**src/sv/rvstep_pkg.sv**
```systemverilog
// shared types and constants of the rv32im instruction step unit
package rvstep_pkg;

    localparam int MEM_WORDS_DEF = 16384;
    localparam int STACK_GAP_DEF = 16;
    localparam int NUM_REGS      = 32;
    localparam int XLEN          = 32;
    localparam int LOAD_ADDR_W   = 14;
    localparam int PC_OUT_W      = 14;
    localparam int PROG_WORDS_W  = 15;
    localparam int REG_IDX_W     = 5;
    localparam int PADDR_W       = 3;

    localparam logic [REG_IDX_W-1:0] REG_ZERO = 5'd0;
    localparam logic [REG_IDX_W-1:0] REG_SP   = 5'd2;

    // register index taken from the byte address
    localparam logic REG_PROGRAM_WORDS = 1'b0;

    localparam logic [6:0] OPC_LOAD   = 7'h03;
    localparam logic [6:0] OPC_OPIMM  = 7'h13;
    localparam logic [6:0] OPC_AUIPC  = 7'h17;
    localparam logic [6:0] OPC_STORE  = 7'h23;
    localparam logic [6:0] OPC_OP     = 7'h33;
    localparam logic [6:0] OPC_LUI    = 7'h37;
    localparam logic [6:0] OPC_BRANCH = 7'h63;
    localparam logic [6:0] OPC_JALR   = 7'h67;
    localparam logic [6:0] OPC_JAL    = 7'h6f;
    localparam logic [6:0] OPC_SYSTEM = 7'h73;

    localparam logic [6:0] F7_BASE   = 7'h00;
    localparam logic [6:0] F7_MULDIV = 7'h01;
    localparam logic [6:0] F7_ALT    = 7'h20;

    localparam logic [31:0] UPPER_MASK = 32'hFFFFF000;

    typedef enum logic [1:0] {
        HALT_NONE     = 2'd0,
        HALT_ECALL    = 2'd1,
        HALT_ILLEGAL  = 2'd2,
        HALT_PC_RANGE = 2'd3
    } halt_t;

    typedef enum logic [2:0] {
        KIND_SIMPLE = 3'd0,
        KIND_MUL    = 3'd1,
        KIND_DIV    = 3'd2,
        KIND_LOAD   = 3'd3,
        KIND_STORE  = 3'd4
    } kind_t;

    typedef struct packed {
        logic in_ready;
        logic latch_ins;
        logic exec;
        logic mul_fix;
        logic div_step;
        logic div_fix;
        logic mem_rd;
        logic ld_cap;
        logic ld_fix;
        logic st_wr;
        logic commit;
    } ctrl_cmd_t;

    typedef struct packed {
        logic  in_valid;
        logic  can_run;
        logic  last_byte;
        logic  div_last;
        logic  out_free;
        kind_t kind;
    } dp_stat_t;

endpackage

```
**src/sv/rvstep_ctrl.sv**
```systemverilog
// controller state machine of the rv32im instruction step unit
module rvstep_ctrl (
    input  logic                  clk,
    input  logic                  rst_n,
    input  rvstep_pkg::dp_stat_t  stat,
    output rvstep_pkg::ctrl_cmd_t cmd
);

    typedef enum logic [10:0] {
        S_IDLE   = 11'b000_0000_0001,
        S_DECODE = 11'b000_0000_0010,
        S_EXEC   = 11'b000_0000_0100,
        S_MULFIX = 11'b000_0000_1000,
        S_DIV    = 11'b000_0001_0000,
        S_DIVFIX = 11'b000_0010_0000,
        S_MRD    = 11'b000_0100_0000,
        S_LDCAP  = 11'b000_1000_0000,
        S_LDFIX  = 11'b001_0000_0000,
        S_STWR   = 11'b010_0000_0000,
        S_FINISH = 11'b100_0000_0000
    } state_t;

    state_t state_reg;
    state_t state_next;

    always_ff @(posedge clk or negedge rst_n)
    begin
        if (!rst_n)
        begin
            state_reg <= S_IDLE;
        end
        else
        begin
            state_reg <= state_next;
        end
    end

    always_comb
    begin
        cmd        = '0;
        state_next = state_reg;
        case (state_reg)
            S_IDLE:
            begin
                cmd.in_ready = 1'b1;
                if (stat.in_valid)
                begin
                    state_next = stat.can_run ? S_DECODE : S_FINISH;
                end
            end
            S_DECODE:
            begin
                cmd.latch_ins = 1'b1;
                state_next    = S_EXEC;
            end
            S_EXEC:
            begin
                cmd.exec = 1'b1;
                case (stat.kind)
                    rvstep_pkg::KIND_MUL:   state_next = S_MULFIX;
                    rvstep_pkg::KIND_DIV:   state_next = S_DIV;
                    rvstep_pkg::KIND_LOAD:  state_next = S_MRD;
                    rvstep_pkg::KIND_STORE: state_next = S_MRD;
                    default:                state_next = S_FINISH;
                endcase
            end
            S_MULFIX:
            begin
                cmd.mul_fix = 1'b1;
                state_next  = S_FINISH;
            end
            S_DIV:
            begin
                cmd.div_step = 1'b1;
                if (stat.div_last)
                begin
                    state_next = S_DIVFIX;
                end
            end
            S_DIVFIX:
            begin
                cmd.div_fix = 1'b1;
                state_next  = S_FINISH;
            end
            S_MRD:
            begin
                cmd.mem_rd = 1'b1;
                state_next = (stat.kind == rvstep_pkg::KIND_LOAD) ? S_LDCAP : S_STWR;
            end
            S_LDCAP:
            begin
                cmd.ld_cap = 1'b1;
                state_next = stat.last_byte ? S_LDFIX : S_MRD;
            end
            S_LDFIX:
            begin
                cmd.ld_fix = 1'b1;
                state_next = S_FINISH;
            end
            S_STWR:
            begin
                cmd.st_wr  = 1'b1;
                state_next = stat.last_byte ? S_FINISH : S_MRD;
            end
            S_FINISH:
            begin
                if (stat.out_free)
                begin
                    cmd.commit = 1'b1;
                    state_next = S_IDLE;
                end
            end
            default:
            begin
                state_next = S_IDLE;
            end
        endcase
    end

endmodule

```
**config.mk**
```make
export PLATFORM = sky130hd
export DESIGN_NAME = rvstep_ctrl
export DESIGN_NICKNAME = d
export VERILOG_FILES = /design/src/sv/rvstep_pkg.sv /design/src/sv/rvstep_ctrl.sv
export SDC_FILE = /design/constraint.sdc
export NUM_CORES = 1
export LEC_CHECK = 0
export BUFFER_PORTS_ARGS = -buffer_cell sky130_fd_sc_hd__buf_2
export CAP_MARGIN = 20
export CORE_MARGIN = 2
export CORE_UTILIZATION = 53
export DETAILED_ROUTE_END_ITERATION = 12
export PLACE_DENSITY = 0.81
export SLEW_MARGIN = 5
export SYNTH_ARGS = -nofsm -noshare
export SYNTH_HDL_FRONTEND = slang
export SYNTH_SLANG_ARGS = --single-unit
```
**constraint.sdc**
```tcl
create_clock -name clk -period 4.5 [get_ports clk]
set_input_delay 0.45 -clock clk [delete_from_list [all_inputs] [get_ports clk]]
set_output_delay 0.45 -clock clk [all_outputs]
set_load 0.01 [all_outputs]
```
==> impl_metrics.csv, run 1 <==
group,metric,value,unit
run_status,status,"completed",
global_routing,grt-ovfl-total,0,
clock_tree,clk_pin_slew,70,ps
critical_path,setup.worst_path.class,"reg -> out",
global_routing,antenna_found_initial,0,
critical_path,ff2ff_path_depth,5,
clock_tree,cts_buffers,3,
detailed_routing,drc,0,
synth,syn_avg_cell_area,9.21,sq um
synth,ys_seq_area_share,37.1,%
clock_tree,cts_hold_buf,0,
final_layout,design_area,881,sq um
detailed_routing,first_pass_iters,4,
sta,rsz0062_at_grt,"false",
sta,fin_crit,2840,ps
place,place.gp.congestion,0.794,
sta,setup_tns,0,ps
clock_tree,postCtsResizedCells,0,
power_and_ir_drop,ir_drop,0.243,mV
final_layout,fin_nets,114,
final_layout,largest_reg_flops,11,
sta,worstMarginPinSlew,717,ps
critical_path,start_kind,"flop",
synth,async_flop_share,100,%
synth,syn_area,746,sq um
clock_tree,cts_num_sinks,11,
detailed_routing,drt-vias-per-instance,6.01,
sta,final-setup-viol-count,0,
critical_path,worstReg2RegEnd,"state_reg[1]$_DFFE_PN0P_",
synth,syn_nets,91,
sta,fin_crit_sh,63.1,%
critical_path,cp_data_arrival_time,2390,ps
final_layout,drive_gt1_share,30.1,%
critical_path,startpoint,"state_reg[4]$_DFFE_PN0P_",
global_routing,grt_max_degree,12,
floorplan,fp.dieH,41.5,microns
detailed_routing,postRouteAntennaNets,0,
sta,hold_viol_final,0,
critical_path,critPathCaptureType,"output pin",
synth,yosys_warnings,0,
global_routing,grt_pass1_wl,2.94,mm
critical_path,r2r_slack,2100,ps
clock_tree,cts-root-buf,"clkbuf_4",
floorplan,core_area,0.00130,sq mm
critical_path,crit_fanout,7,
final_layout,syn_to_final_growth,18.1,%
floorplan,std_cell_rows,13,
place,dpl-instance-area,855,sq um
final_layout,final_common_cell,"buf_2",
sta,fmax,352,MHz
detailed_routing,avgRoutedWirePerCell,13.9,microns
place,hpwlAfterDp,1.32,mm
sta,setup_slack,1660,ps
clock_tree,h-tree-depth,1,
detailed_routing,drt_iter0_drc,14,
synth,synth_edf_count,0,
final_layout,layout_common_cells,"buf_2, dfrtp_1, nor4b_1",
synth,netlist_instances,81,
place,numPortBuffers,20,
sta,report.final.slew_viol_count,0,
critical_path,required,4050,ps
detailed_routing,vias,709,
place,place_ws,1940,ps
clock_tree,cts_setup_buffers,0,
run,cap_violations,0,
power_and_ir_drop,p_per_area,423,mW/mm^2
sta,max_slew_margin,51.5,%
floorplan,die_w,41.5,microns
detailed_routing,drt_wl_total,1.64,mm
clock_tree,cts.path.max_buffers,2,
synth,ys.flop_type,"dfrtp_1",
floorplan,die_area,0.00172,sq mm
floorplan,ioPinCount,21,
sta,finClkSkew,3.60,ps
floorplan,floorplan.initialDensity,57.3,%
synth,synth.distinct_cells,32,
final_layout,num_antenna_cells,0,
global_routing,grt_pass1_vias,681,
critical_path,timing.rr.start,"state_reg[4]$_DFFE_PN0P_",
synth,ys_seq_elements,11,
clock_tree,clock_latency,260,ps
global_routing,grtUsageTotal,22.3,%
hold_path,hp-class,"in -> async",
clock_tree,cts_tree,"done",
critical_path,cp-endpoint,"cmd[1]",
power_and_ir_drop,power,0.373,mW
power_and_ir_drop,power.leakage,0.458,nW
[Yosys cell counts (2+ instances only)]
master,count,area share [%]
inv_1,8,4.0
dfrtp_1,10,34
nand3_1,4,2.7
nor2_1,6,3.0
nand2_1,2,1.0
o22ai_1,2,1.7
a21oi_1,2,1.3
nor4b_1,9,11
nand2b_1,2,1.7
xnor2_1,2,2.3
or4_1,3,3.0
nor3b_1,2,2.0
nor3_1,3,2.0
buf_2,2,1.3
nor4_1,5,4.2
xor2_1,2,2.3
and2_1,2,1.7
[how the worst min path moves through the flow]
stage,slack (ps),end,from,cells past startpoint
2_1_floorplan,150,state_reg[10]$_DFFE_PN0P_,rst_n,0
3_3_place_gp,330,state_reg[7]$_DFFE_PN0P_,rst_n,1
3_5_place_dp,330,state_reg[4]$_DFFE_PN0P_,rst_n,1
4_1_cts,50,state_reg[9]$_DFFE_PN0P_,rst_n,1
5_1_grt,30,state_reg[9]$_DFFE_PN0P_,rst_n,1
6_report,40,state_reg[9]$_DFFE_PN0P_,rst_n,1
[worst max-delay path: stages, from the launching register on]
cell,delay (ps)
dfrtp_1,450
nor4_1,640
nand2_2,150
nor4b_1,640
buf_2,260
[routing by layer]
layer,track usage [%],routed length (microns),up-vias
li1,-,-,355
met1,27.8,721,321
met2,38.1,824,28
met3,3.91,85,5
met4,8.39,13,0
met5,0,0,-
[layout make-up]
type	instances	area (sq um)
sequential	11	277
timing repair buffer	20	100
fill	121	420
multi-input combinational	60	429
clock buffer	4	26.3
inverter	8	30.0
tap	15	18.8
[power by group]
part / switching [mW] / internal (mW) / total [mW] / leakage, nW
Sequential: 0.0268 / 0.116 / 0.142 / 0.149
Clock: 0.0305 / 0.0342 / 0.0647 / 0.0150
Combinational: 0.0862 / 0.0794 / 0.166 / 0.294
Total: 0.144 / 0.229 / 0.373 / 0.458
[logic make-up after synthesis]
logic type,count (synthesis),share of synthesized area [%]
xor+xnor,4,4.70
buf+inv,10,5.37
flops,11,37.1
compound gates,11,11.4
simple gates,45,41.4
[through the flow]
step	hold WS, ps	cells	util [%]
final	41.3	118	67.7
after global routing	32.7	118	67.7
after CTS	47.7	118	67.7
after detailed placement	331	114	65.7
after global placement	329	114	65.7
after floorplan	154	81	-
Note: power is estimated with default switching activity, not from simulation.
==> inputs of run 2 (changes only) <==
Settings changed: CORE_UTILIZATION 53 to 45, PLACE_DENSITY 0.81 to 0.73.
Clock period 4.5 ns to 2.3 ns, I/O delays scaled along.
==> run 2 against run 1 <==
Against the previous run:
- the run now ends with negative setup slack left
- critical endpoint is now cmd[10]
- critical path depth is 1 higher
- global-route usage down 1.7 points
- total power is 120% higher
- sequential cell count unchanged
- die area grew 16%
- sequential share of layout area down 3.8 points
- hold slack improved by 110 ps
==> impl_metrics.csv, run 2 (synthesis results as in run 1) <==
group,metric,value,unit
run,cap_violations,0,
floorplan,ioPinCount,21,
clock_tree,clock_latency,260,ps
critical_path,start_kind,"flop",
power_and_ir_drop,netSwitchingFraction,37.3,%
final_layout,num_antenna_cells,0,
final_layout,final_cells,132,
sta,fmax,412,MHz
critical_path,r2r_slack,180,ps
power_and_ir_drop,ir_drop,0.559,mV
sta,fin_crit,2430,ps
critical_path,cp_data_arrival_time,2200,ps
place,numPortBuffers,20,
detailed_routing,drt_wl_total,1.82,mm
detailed_routing,drt-vias-per-instance,5.82,
power_and_ir_drop,pwr-share-clk,16.1,%
clock_tree,cts_setup_buffers,0,
sta,final-setup-viol-count,1,
detailed_routing,vias,768,
place,place_inst,127,
floorplan,core_area,0.00152,sq mm
clock_tree,cts_tree,"done",
clock_tree,h-tree-depth,1,
sta,report.final.slew_viol_count,0,
critical_path,crit_buf_inv,2,
floorplan,die_area,0.00200,sq mm
final_layout,layout_common_cells,"buf_2, buf_4, nor4b_1, dfrtp_1, inv_1",
critical_path,worstReg2RegEnd,"state_reg[1]$_DFFE_PN0P_",
place,dpl-instance-area,946,sq um
global_routing,grt_max_degree,12,
sta,worstMarginPinSlew,422,ps
run_status,status,"finished with violations",
sta,max_slew_margin,71.6,%
detailed_routing,postRouteAntennaNets,0,
critical_path,slowest_stage,"or4_4",
global_routing,antenna_found_initial,0,
global_routing,grt-ovfl-total,0,
clock_tree,cts-root-buf,"clkbuf_4",
global_routing,grt_pass1_wl,2.99,mm
floorplan,floorplan.initialDensity,48.9,%
clock_tree,clk_pin_slew,70,ps
clock_tree,cts_buffers,3,
power_and_ir_drop,p_switching,0.300,mW
critical_path,crit_fanout,6,
final_layout,fin_nets,127,
detailed_routing,avgRoutedWirePerCell,13.8,microns
clock_tree,cts_num_sinks,11,
sta,setup_tns,-126,ps
floorplan,fp.dieH,44.7,microns
power_and_ir_drop,internal-power,0.503,mW
hold_path,hold_start,"stat[7]",
sta,hold_ws,147,ps
global_routing,grtUsageTotal,20.6,%
critical_path,critPathTopFamily,"simple AND/OR/NAND/NOR gates",
critical_path,worstPathCellList,"or3_4 -> or4_4 -> or3b_4 -> inv_2 -> buf_6",
floorplan,die_w,44.7,microns
power_and_ir_drop,comb_power_share,50.7,%
hold_path,min_to,"state_reg[0]$_DFFE_PN1P_",
detailed_routing,first_pass_iters,4,
final_layout,largest_reg_flops,11,
global_routing,grt_pass1_vias,725,
sta,hold_viol_final,0,
power_and_ir_drop,p_per_area,797,mW/mm^2
power_and_ir_drop,power_frac_seq,33.2,%
sta,setup_slack,-126,ps
detailed_routing,drt_iter0_drc,15,
place,hpwlAfterDp,1.47,mm
critical_path,ff2ff_path_depth,4,
sta,rsz0062_at_grt,"true",
final_layout,syn_to_final_growth,35.1,%
place,place_ws,120,ps
critical_path,critPathCaptureType,"output pin",
power_and_ir_drop,power.leakage,0.524,nW
critical_path,timing.rr.start,"state_reg[9]$_DFFE_PN0P_",
detailed_routing,drc,0,
final_layout,drive_gt1_share,40.5,%
sta,fin_crit_sh,105,%
run_status,violations,"negative setup slack",
critical_path,required,2070,ps
hold_path,hold_depth,2,
floorplan,std_cell_rows,14,
place,place.gp.congestion,0.900,
final_layout,final_common_cell,"buf_2",
sta,finClkSkew,7.20,ps
critical_path,max_stage_delay,520,ps
critical_path,setup.worst_path.class,"reg -> out",
final_layout,design_area,0.00101,sq mm
clock_tree,cts.path.max_buffers,2,
hold_path,hp-class,"in -> reg",
[run 2: cell types whose count changed in the layout (fill, tap and decap cells not counted)]
cell           before  now
inv_1               8    7
buf_6               0    1
nor4_2              1    0
or4_4               1    2
buf_2              20   19
dfrtp_2             0    1
nor4_4              0    1
inv_2               0    1
buf_4               0   12
or4_1               3    2
or3_4               0    1
or3_1               1    0
dlygate4sd3_1       0    1
dfrtp_1            10    9
[run 2: how the worst max path moves through the flow]
stage                                         from                        to  slack [ps]  cells past startpoint
after floorplan           state_reg[0]$_DFFE_PN1P_  state_reg[1]$_DFFE_PN0P_         130                      6
after global placement    state_reg[9]$_DFFE_PN0P_                   cmd[10]         140                      5
after detailed placement  state_reg[9]$_DFFE_PN0P_                   cmd[10]         120                      5
after CTS                 state_reg[5]$_DFFE_PN0P_                   cmd[10]        -130                      5
after global routing      state_reg[5]$_DFFE_PN0P_                   cmd[10]        -180                      5
final                     state_reg[9]$_DFFE_PN0P_                   cmd[10]        -130                      5
[run 2: cell type report]
type / instances / area, sq um
Fill cell: 129 / 517
Multi-Input combinational cell: 60 / 447
Sequential cell: 11 / 278
Timing Repair Buffer: 33 / 206
Inverter: 8 / 30.0
Clock buffer: 4 / 26.3
Tap cell: 16 / 20.0
[run 2: power groups by stage]
| stage | Clock (mW) | Combinational, mW | Sequential, mW |
|---|---|---|---|
| 3_5_place_dp | 0 | 0.367 | 0.263 |
| 3_3_place_gp | 0 | 0.355 | 0.261 |
| 2_1_floorplan | 0 | 0.285 | 0.242 |
| 4_1_cts | 0.131 | 0.397 | 0.259 |
| 5_1_grt | 0.141 | 0.438 | 0.271 |
| 6_report | 0.129 | 0.407 | 0.266 |
[run 2: layer usage]
| metal | part of all wire (%) | wire length (microns) | global-route usage, % | up-vias |
|---|---|---|---|---|
| met1 | 46 | 834 | 26.3 | 364 |
| met4 | 1.5 | 27 | 12.1 | 0 |
| met5 | 0 | 0 | 0 | - |
| li1 | - | - | - | 377 |
| met3 | 3.9 | 71 | 1.20 | 4 |
| met2 | 49 | 884 | 34.2 | 23 |
[run 2: through the flow]
stage	utilization (%)	power, mW
6_report	66.1	0.802
5_1_grt	66.1	0.850
4_1_cts	65.5	0.787
3_5_place_dp	62.1	0.630
3_3_place_gp	62.1	0.616
2_1_floorplan	-	0.527
[run 2: what timing repair did]
item / 4_1_cts / 5_1_grt
hold buffers: 1 / 0
resized for setup: 5 / 1
endpoints found under the setup margin: 1 / 2
hold endpoints to repair: 10 / 0
pin swaps: 0 / 0
[run 2: worst register-to-register path, stage by stage (launching register included)]
cell and delay [ps]:
dfrtp_2 450, or3_4 390, or4_4 520, or3b_4 410
nor4b_2 260
